==> src/rtl/core/nibble_tagged_lz_decompressor_core_macros.svh <==
// assertion helpers used by the core module nltd_back
`ifndef NIBBLE_TAGGED_LZ_DECOMPRESSOR_CORE_MACROS_SVH
`define NIBBLE_TAGGED_LZ_DECOMPRESSOR_CORE_MACROS_SVH

// same-cycle implication
`define NLTD_ASSERT_NOW(label, clk, rst_n, ante, cons, msg) \
	label: assert property (@(posedge clk) disable iff (!rst_n) (ante) |-> (cons)) \
		else $error(msg);

// next-cycle implication
`define NLTD_ASSERT_NEXT(label, clk, rst_n, ante, cons, msg) \
	label: assert property (@(posedge clk) disable iff (!rst_n) (ante) |=> (cons)) \
		else $error(msg);

`endif

==> src/rtl/core/nltd_pkg.sv <==
package nltd_pkg;

	typedef enum logic [3:0] {
		PH_HDR,
		PH_WORD,
		PH_LIT,
		PH_LITV,
		PH_OFFLO,
		PH_OFFHI,
		PH_MATV,
		PH_COPY,
		PH_DONE
	} phase_t;

	typedef enum logic [1:0] {
		K_BYTE,
		K_TICK,
		K_RESTART,
		K_NONE
	} kind_t;

	typedef struct packed {
		kind_t      kind;
		logic [7:0] data;
	} item_t;

	localparam logic [1:0] ACT_BYTE    = 2'd0;
	localparam logic [1:0] ACT_TICK    = 2'd1;
	localparam logic [1:0] ACT_RESTART = 2'd2;

	localparam logic [2:0] ST_OK     = 3'd0;
	localparam logic [2:0] ST_DROP   = 3'd1;
	localparam logic [2:0] ST_BADOFF = 3'd2;
	localparam logic [2:0] ST_SAT    = 3'd3;
	localparam logic [2:0] ST_AFTER  = 3'd4;

	localparam int unsigned LIT_BIAS   = 21;
	localparam int unsigned MATCH_BIAS = 8;
	localparam logic [5:0]  SHIFT_CAP  = 6'd28;
	localparam logic [5:0]  SHIFT_STEP = 6'd7;
	localparam logic [7:0]  PAYLOAD_MASK = 8'h7f;
	localparam logic [3:0]  TAG_VARMATCH = 4'd7;

endpackage

==> src/rtl/core/nltd_front.sv <==
module nltd_front (
	input  logic           clk,
	input  logic           arst_n,
	input  logic           s_tvalid,
	output logic           s_tready,
	input  logic [7:0]     s_tdata,
	input  logic [1:0]     s_tuser,
	output logic           item_valid,
	input  logic           item_ready,
	output nltd_pkg::item_t item
);
	import nltd_pkg::*;

	item_t      q_q [2];
	logic       wr_ptr_q;
	logic       rd_ptr_q;
	logic [1:0] cnt_q;
	item_t      cls;
	logic       push;
	logic       pop;

	always_comb begin
		cls.data = s_tdata;
		case (s_tuser)
			ACT_BYTE:    cls.kind = K_BYTE;
			ACT_TICK:    cls.kind = K_TICK;
			ACT_RESTART: cls.kind = K_RESTART;
			default:     cls.kind = K_NONE;
		endcase
	end

	assign s_tready   = (cnt_q != 2'd2);
	assign item_valid = (cnt_q != 2'd0);
	assign item       = q_q[rd_ptr_q];
	assign push       = s_tvalid && s_tready;
	assign pop        = item_valid && item_ready;

	always_ff @(posedge clk) begin
		if (push) begin
			q_q[wr_ptr_q] <= cls;
		end
	end

	always_ff @(posedge clk or negedge arst_n) begin
		if (!arst_n) begin
			wr_ptr_q <= 1'b0;
			rd_ptr_q <= 1'b0;
			cnt_q    <= 2'd0;
		end else begin
			if (push) begin
				wr_ptr_q <= !wr_ptr_q;
			end
			if (pop) begin
				rd_ptr_q <= !rd_ptr_q;
			end
			case ({push, pop})
				2'b10:   cnt_q <= cnt_q + 2'd1;
				2'b01:   cnt_q <= cnt_q - 2'd1;
				default: cnt_q <= cnt_q;
			endcase
		end
	end

endmodule

==> config.mk <==
export PLATFORM = sky130hd
export DESIGN_NAME = nltd_front
export DESIGN_NICKNAME = d
export VERILOG_FILES = /design/src/rtl/core/nibble_tagged_lz_decompressor_core_macros.svh /design/src/rtl/core/nltd_pkg.sv /design/src/rtl/core/nltd_front.sv
export SDC_FILE = /design/constraint.sdc
export NUM_CORES = 1
export LEC_CHECK = 0
export ABC_AREA = 0
export BUFFER_PORTS_ARGS = -buffer_cell sky130_fd_sc_hd__buf_4
export CORE_ASPECT_RATIO = 1.4
export CORE_MARGIN = 2
export CORE_UTILIZATION = 49
export CTS_BUF_LIST = sky130_fd_sc_hd__clkbuf_2
export DETAILED_ROUTE_END_ITERATION = 12
export PLACE_DENSITY = 0.76
export SYNTH_ARGS = -nofsm -noshare
export SYNTH_HDL_FRONTEND = slang
export SYNTH_SLANG_ARGS = --single-unit
==> constraint.sdc <==
create_clock -name clk -period 2 [get_ports clk]
set_input_delay 0.2 -clock clk [delete_from_list [all_inputs] [get_ports clk]]
set_output_delay 0.2 -clock clk [all_outputs]
set_load 0.01 [all_outputs]
==> results of run 1 <==
[flip-flops by register name (all words and copies together), names as in the netlist]
register  cells
q_q          20
rd_ptr_q      1
cnt_q         2
wr_ptr_q      1
[final timing paths]
check / start / endpoint / slack (ns) / depth (start not counted)
min reg2reg: wr_ptr_q / wr_ptr_q / 0.52 / 1
max: rd_ptr_q / item[3] / 0.27 / 2
min: s_tuser[1] / q_q[1][9] / 0.05 / 1
min in group asynchronous: arst_n / cnt_q[0] / 0.18 / 2
max reg2reg: cnt_q[0] / cnt_q[1] / 0.44 / 5
max in group asynchronous: arst_n / wr_ptr_q / 1.73 / 2
[final cells by class]
cell class,instances,share of cell area (%)
sequential,24,57.5
timing repair buffer,33,21.8
multi-input combinational,23,17.0
tap,20,2.05
clock buffer,4,1.64
[placed cells by master (no fill, tap or decap), drive strengths merged, types with 2 or more instances in the layout]
master / n
buf: 26
edfxtp: 20
mux2: 10
dlygate4sd3: 7
clkbuf: 4
dfrtp: 4
xnor2: 3
nor2: 2
xor2: 2
[kinds of logic (layout without fill, tap and decap cells)]
kind of cell             count (synthesis)  after routing  synth area share (%)
flip-flops                              24             24                  76.1
multiplexers                            10             10                  12.2
AND/OR/NAND/NOR                          7              7                  4.21
XOR/XNOR                                 5              5                  4.76
buffers and inverters                    3             37                  1.36
adder cells (fa/ha/maj)                  1              1                  1.36
[stage by stage]
step / total power (uW) / hold WS [ns]
after floorplan: 1130 / -0.0956
after global placement: 1360 / -0.00220
after detailed placement: 1390 / -0.000849
after CTS: 1580 / 0.00321
after global routing: 1660 / 0.0149
final: 1560 / 0.0459
[power by group]
part           switching [uW]  internal, uW
Combinational             245           341
Clock                     132          52.9
Sequential               94.4           695
[per-layer routing]
layer	track usage, %	vias up	share of wire, %
met2	21.3	17	53
met1	19.4	254	39
met4	11.4	0	2.2
met3	2.41	4	5.3
li1	-	249	-
met5	0	-	0
[timing repair]
action                    in CTS  in global routing
hold buffers                   1                  6
resized for setup              0                  0
hold endpoints to repair       4                 12
==> out/qor.csv, run 1 <==
metric,value,unit
outcome,finished clean,
cts_root_buffer,clkbuf_2,
path_cells,mux2_2 -> buf_4,
fin_util,68.5,%
yosys_warnings,0,
cts_tree,built,
portBuffers,25,
netlist_instances,50,
fin_cells,104,
clock_path_buffers,2,
synth_top_area_share,65.2,%
critPathTopFamily,flip-flops,
drive_gt1_share,48.8,%
crit_type,reg -> out,
worstPathMaxFanout,11,
async_reset_ff_share,16.7,%
die_w,40.6,um
crit_slowest_cell,dfrtp_1,
synth_top_cells_by_count,"edfxtp_1, mux2_2, dfrtp_1",
drt_pass1_iterations,3,
rows,18,
synthDistinctLibCells,14,
antenna_found_initial,0,
power_density,1280,nW/um^2
multiInputGateArea,208,um^2
track_usage,15.0,%
clock-sinks,24,
htreeDepth,1,
num_antenna_cells,0,
cp-end-kind,primary output,
netlist_area,921,um^2
hpwl,1040,um
via_count,524,
maxCapViolations,0,
path_buf_inv,1,
drv_slew,0,
period_share,86.6,%
synth_edf_count,20,
fin_ws,0.268,ns
fin_area,1220,um^2
synth_top_area_cell,edfxtp_1,
slew_headroom,68.3,%
grt_pass1_vias,482,
num_io_pins,26,
core-area,1780,um^2
grt_pass1_wl,2170,um
synthFlopType,edfxtp_1,
grt_overflow,0,
leakage,0.000487,uW
worstMarginPinSlew,0.476,ns
syn_area_per_cell,18.4,um^2
hold_viol,0,
synth_nets,65,
drt-wirelength-per-cell,13.8,um
path_clk_slew,0.19,ns
start_kind,flop,
netlist_top_cells_area,"edfxtp_1, mux2_2, dfrtp_1, xnor2_1, xor2_1",
worstPathArrival,1.53,ns
ff_latch_area,701,um^2
die_area,2250,um^2
post_cts.repair.setup_buffers,0,
yosysSeqAreaShare,76.1,%
dp_worst_setup_slack,0.448,ns
drc,0,
crit_path_max_incr_delay,0.67,ns
cts_made_buffers,3,
synth-seq-cells,24,
drt_first_iter_violations,4,
max_freq,577,MHz
start_util,51.8,%
grt_max_degree,14,
routabilityCongestion,0.557,
hold_class,in -> reg,
synthToLayoutAreaGrowth,32.3,%
die_y,55.3,um
cp_data_required_time,1.80,ns
via_per_inst,5.04,
post-place-cells,93,
clk_latency,0.33,ns
layout.nets,100,
max-vdd-ir-drop,0.714,mV
place_area,1130,um^2
yosysMostFrequentCell,edfxtp_1,
clock_skew,0.0113,ns
rsz0062_at_grt,no,
finalSetupViolCount,0,
min_period,1.73,ns
tns,0,ns
totalWireLength,1440,um
ant_nets,0,
nFillCells,124,
No activity file was read; power rests on OpenSTA's default activity.
==> run 2: changes to the inputs <==
ABC_AREA = 1   (was 0)
PLACE_DENSITY = 0.75   (was 0.76)
==> out/qor.csv, run 2 <==
metric,value,unit
max_freq,578,MHz
hold_viol,0,
power.total,1640,uW
path_buf_inv,2,
grt_max_degree,14,
synth_top_area_share,61.5,%
start_util,50.7,%
synth_top_cells_by_count,"nand2_1, edfxtp_1, inv_1",
cts_made_buffers,3,
synth_edf_count,20,
hold_buffers,1,
clock-sinks,24,
max-vdd-ir-drop,0.797,mV
startpoint,rd_ptr_q,
synthDistinctLibCells,17,
synthToLayoutAreaGrowth,29.9,%
async_reset_ff_share,16.7,%
track_usage,14.6,%
drt_first_iter_violations,11,
crit_slowest_cell,dfrtp_1,
drt_pass1_iterations,3,
critPathTopFamily,flip-flops,
totalWireLength,1570,um
post-place-cells,127,
routabilityCongestion,0.646,
post_cts_resized,0,
cts_tree,built,
most-common-layout-cells,"nand2_1, buf_4, edfxtp_1",
cts_root_buffer,clkbuf_2,
htreeDepth,1,
largest_reg_flops,20,
reg2reg_to,cnt_q[1],
fin_cells,138,
die_y,56.8,um
path_common_cell,nand2_1,
clk_latency,0.32,ns
hold_depth,1,
rsz0062_at_grt,no,
top_regs,"q_q (20), cnt_q (2)",
busiest_layer,met2,
min_period,1.73,ns
yosysMostFrequentCell,nand2_1,
drt-wirelength-per-cell,11.4,um
die_area,2370,um^2
worstMarginPinSlew,0.395,ns
hpwl,1110,um
portBuffers,25,
clock_skew,0.00695,ns
drive_gt1_share,29.9,%
slew_headroom,73.7,%
leakage,0.000587,uW
cp_data_required_time,1.80,ns
cp-end-kind,primary output,
r2r_slack,0.59,ns
crit_path_max_incr_delay,0.62,ns
hold_class,in -> reg,
r2r_cells,9,
synthFlopType,edfxtp_1,
drc,0,
via_per_inst,4.70,
via_count,648,
drv_slew,0,
netlist_area,976,um^2
met2_usage,27.7,%
grt_pass1_wl,2520,um
die_w,41.7,um
final_common_cell,nand2_1,
worstPathMaxFanout,12,
ant_nets,0,
finalSetupViolCount,0,
yosys_warnings,0,
yosysSeqAreaShare,71.8,%
tns,0,ns
post_cts.repair.setup_buffers,0,
path_cells,inv_1 -> nand2_1 -> nand2_1 -> buf_4,
antenna_found_initial,0,
syn_area_per_cell,11.6,um^2
r2r-start,cnt_q[0],
path_clk_slew,0.18,ns
nFillCells,160,
synth-seq-cells,24,
start_kind,flop,
gr-usage-met3,2.89,%
period_share,86.5,%
netlist_instances,84,
rows,19,
num_antenna_cells,0,
critPathCapture,item[7],
worstPathArrival,1.53,ns
fin_ws,0.270,ns
outcome,finished clean,
layout.nets,133,
power_density,1290,nW/um^2
clock_path_buffers,2,
crit_type,reg -> out,
grt_overflow,0,
netlist_top_cells_area,"edfxtp_1, nand2_1, dfrtp_1, inv_1, nand2_4",
regMostFlops,q_q,
grt_pass1_vias,607,
use_met1,13.9,%
cp.depth,4,
maxCapViolations,0,
core-area,1930,um^2
synth_top_area_cell,edfxtp_1,
dp_worst_setup_slack,0.607,ns
num_io_pins,26,
synth_nets,99,
run 2: cell types whose count changed in the layout (fill, tap and decap cells not counted), sizes merged, moves of 2 or more:
cell | before | now
inv | 0 | 7
mux2 | 10 | 0
nand2 | 1 | 40
nand3 | 0 | 2
xnor2 | 3 | 1
xor2 | 2 | 0
run 2: through the flow:
step           cell area (um^2)  util, %  hold WS [ns]
2_1_floorplan               976        -       -0.0956
3_3_place_gp               1180     61.1       0.00185
3_5_place_dp               1180     61.1      0.000771
4_1_cts                    1210     62.7        0.0453
5_1_grt                    1270     65.8        0.0113
6_report                   1270     65.8        0.0477
run 2: final cells by class:
type | instances | area, um^2 | area share [%]
timing repair buffer | 33 | 265 | 20.9
tap | 21 | 26.3 | 2.07
inverter | 7 | 26.3 | 2.07
multi-input combinational | 49 | 229 | 18.1
sequential | 24 | 701 | 55.3
clock buffer | 4 | 20.0 | 1.58
run 2: layer usage:
layer  up-vias  share of wire (%)
li1        338                  -
met1       290                 36
met2        15                 57
met3         5                5.0
met4         0                2.2
met5         -                  0
run 2: worst min-delay path by stage:
| stage | startpoint | end | slack (ns) |
|---|---|---|---|
| finish | s_tdata[7] | q_q[0][7] | 0.05 |
| global route | s_tdata[0] | q_q[1][0] | 0.01 |
| CTS | s_tdata[2] | q_q[1][2] | 0.05 |
| global placement | arst_n | cnt_q[1] | 0.002 |
| detailed placement | arst_n | wr_ptr_q | 0.0008 |
| floorplan | arst_n | cnt_q[0] | -0.1 |
run 2: logic make-up after synthesis:
family                     synth area share [%]
DFF                                        71.8
adders and majority gates                  1.28
buffers and inverters                      4.74
and+or+nand+nor                            20.8
xor gates and xnor gates                  0.898
AOI/OAI and AO/OA                         0.512
run 2: power by group:
part,total [uW],switching (uW),internal (uW)
registers,777,85.8,691
clock network,181,128,52.9
logic,683,378,305
total,1640,592,1050
==> run 3: changes to the inputs <==
clock period = 1.6 ns   (was 2 ns; I/O delays follow)
==> out/qor.csv, run 3 (synthesis results as in run 2) <==
metric,value,unit
top_regs,"q_q (20), cnt_q (2)",
r2r_cells,9,
drive_gt1_share,30.3,%
grt_pass1_wl,2500,um
post_cts.repair.setup_buffers,0,
period_share,91.1,%
clock-sinks,24,
grt_max_degree,14,
cts_root_buffer,clkbuf_2,
routabilityCongestion,0.641,
antenna_found_initial,0,
most-common-layout-cells,"nand2_1, buf_4, edfxtp_1",
via_count,683,
startpoint,rd_ptr_q,
r2r_slack,0.18,ns
hold_viol,0,
rsz0062_at_grt,no,
fin_area,1320,um^2
path_cells,clkinvlp_4 -> nand2_1 -> nand2_1 -> buf_4,
cp_data_required_time,1.44,ns
clock_path_buffers,2,
drt_pass1_iterations,3,
grt_pass1_vias,615,
clock_skew,0.00156,ns
max_freq,686,MHz
final_common_cell,nand2_1,
start_util,50.7,%
track_usage,14.6,%
crit_type,reg -> out,
max-vdd-ir-drop,1.12,mV
core-area,1930,um^2
synthToLayoutAreaGrowth,35.1,%
min_period,1.46,ns
nFillCells,158,
regMostFlops,q_q,
die_w,41.7,um
critPathCapture,item[8],
drc,0,
cts_made_buffers,3,
power_density,1590,nW/um^2
grt_overflow,0,
drt-wirelength-per-cell,12.2,um
hpwl,1200,um
r2r-start,cnt_q[1],
totalWireLength,1740,um
drv_slew,0,
leakage,0.000604,uW
num_antenna_cells,0,
place_area,1180,um^2
largest_reg_flops,20,
path_common_cell,nand2_1,
hold_class,in -> reg,
path_clk_slew,0.19,ns
clk_latency,0.32,ns
die_area,2370,um^2
ant_nets,0,
drt_first_iter_violations,9,
worstMarginPinSlew,0.329,ns
worstPathMaxFanout,11,
via_per_inst,4.78,
start_kind,flop,
slew_headroom,78.0,%
portBuffers,25,
layout.nets,138,
htreeDepth,1,
tns,0,ns
outcome,finished clean,
hold_depth,3,
crit_slowest_cell,dfrtp_1,
reg2reg_to,cnt_q[1],
worstPathArrival,1.30,ns
die_y,56.8,um
maxCapViolations,0,
num_io_pins,26,
crit_path_max_incr_delay,0.43,ns
cp-end-kind,primary output,
cts_tree,built,
rows,19,
finalSetupViolCount,0,
## run 3: cell types whose count changed in the layout (fill, tap and decap cells not counted)
cell | previous run | this run
buf_4 | 26 | 27
clkinvlp_4 | 0 | 1
dlygate4sd3_1 | 7 | 11
inv_1 | 6 | 5
## run 3: power breakdown
| part | total, uW | switching [uW] | internal (uW) |
|---|---|---|---|
| sequential | 942 | 77.6 | 864 |
| combinational | 934 | 528 | 406 |
| clock | 227 | 160 | 66.2 |
| total | 2100 | 766 | 1340 |
## run 3: how the worst min path moves through the flow
stage | startpoint | endpoint
floorplan | arst_n | cnt_q[0]
global placement | arst_n | cnt_q[0]
detailed placement | arst_n | wr_ptr_q
CTS | s_tdata[4] | q_q[1][4]
global route | item_ready | rd_ptr_q
finish | item_ready | rd_ptr_q
## run 3: routing by layer
| layer | routed length (um) | up-vias | part of all wire, % | track usage [%] |
|---|---|---|---|---|
| met5 | 0 | - | 0 | 0 |
| met1 | 635 | 315 | 36 | 14.0 |
| li1 | - | 347 | - | - |
| met3 | 83 | 4 | 4.8 | 2.57 |
| met4 | 25 | 0 | 1.4 | 6.91 |
| met2 | 995 | 17 | 57 | 28.6 |
## run 3: layout make-up
| class | instances | area [um^2] | share of cell area, % |
|---|---|---|---|
| multi-input combinational | 49 | 229 | 17.4 |
| clock buffer | 4 | 20.0 | 1.52 |
| sequential | 24 | 701 | 53.1 |
| inverter | 7 | 30.0 | 2.28 |
| timing repair buffer | 38 | 313 | 23.7 |
| tap | 21 | 26.3 | 1.99 |
## run 3: critical path, delay by kind of cell, from the launching register on
family / cells / cell delay [ns]
flops: 1 / 0.43
buf+inv: 2 / 0.36
simple gates: 2 / 0.18
## run 3: what timing repair did
item                                    4_1_cts  5_1_grt
hold buffers                                  1       10
endpoints found under the hold margin         4       20
gates resized for setup                       0        1
endpoints found under the setup margin        0        1
## run 3: through the flow
step	cells	hold slack [ns]	setup slack [ns]	total power, uW	utilization (%)
2_1_floorplan	84	-0.136	0.185	1480	-
3_3_place_gp	128	-0.0413	0.301	1820	61.5
3_5_place_dp	128	-0.0394	0.230	1870	61.5
4_1_cts	133	0.00224	0.152	2090	63.1
5_1_grt	143	0.0466	0.0217	2250	68.5
6_report	143	0.0799	0.143	2100	68.5
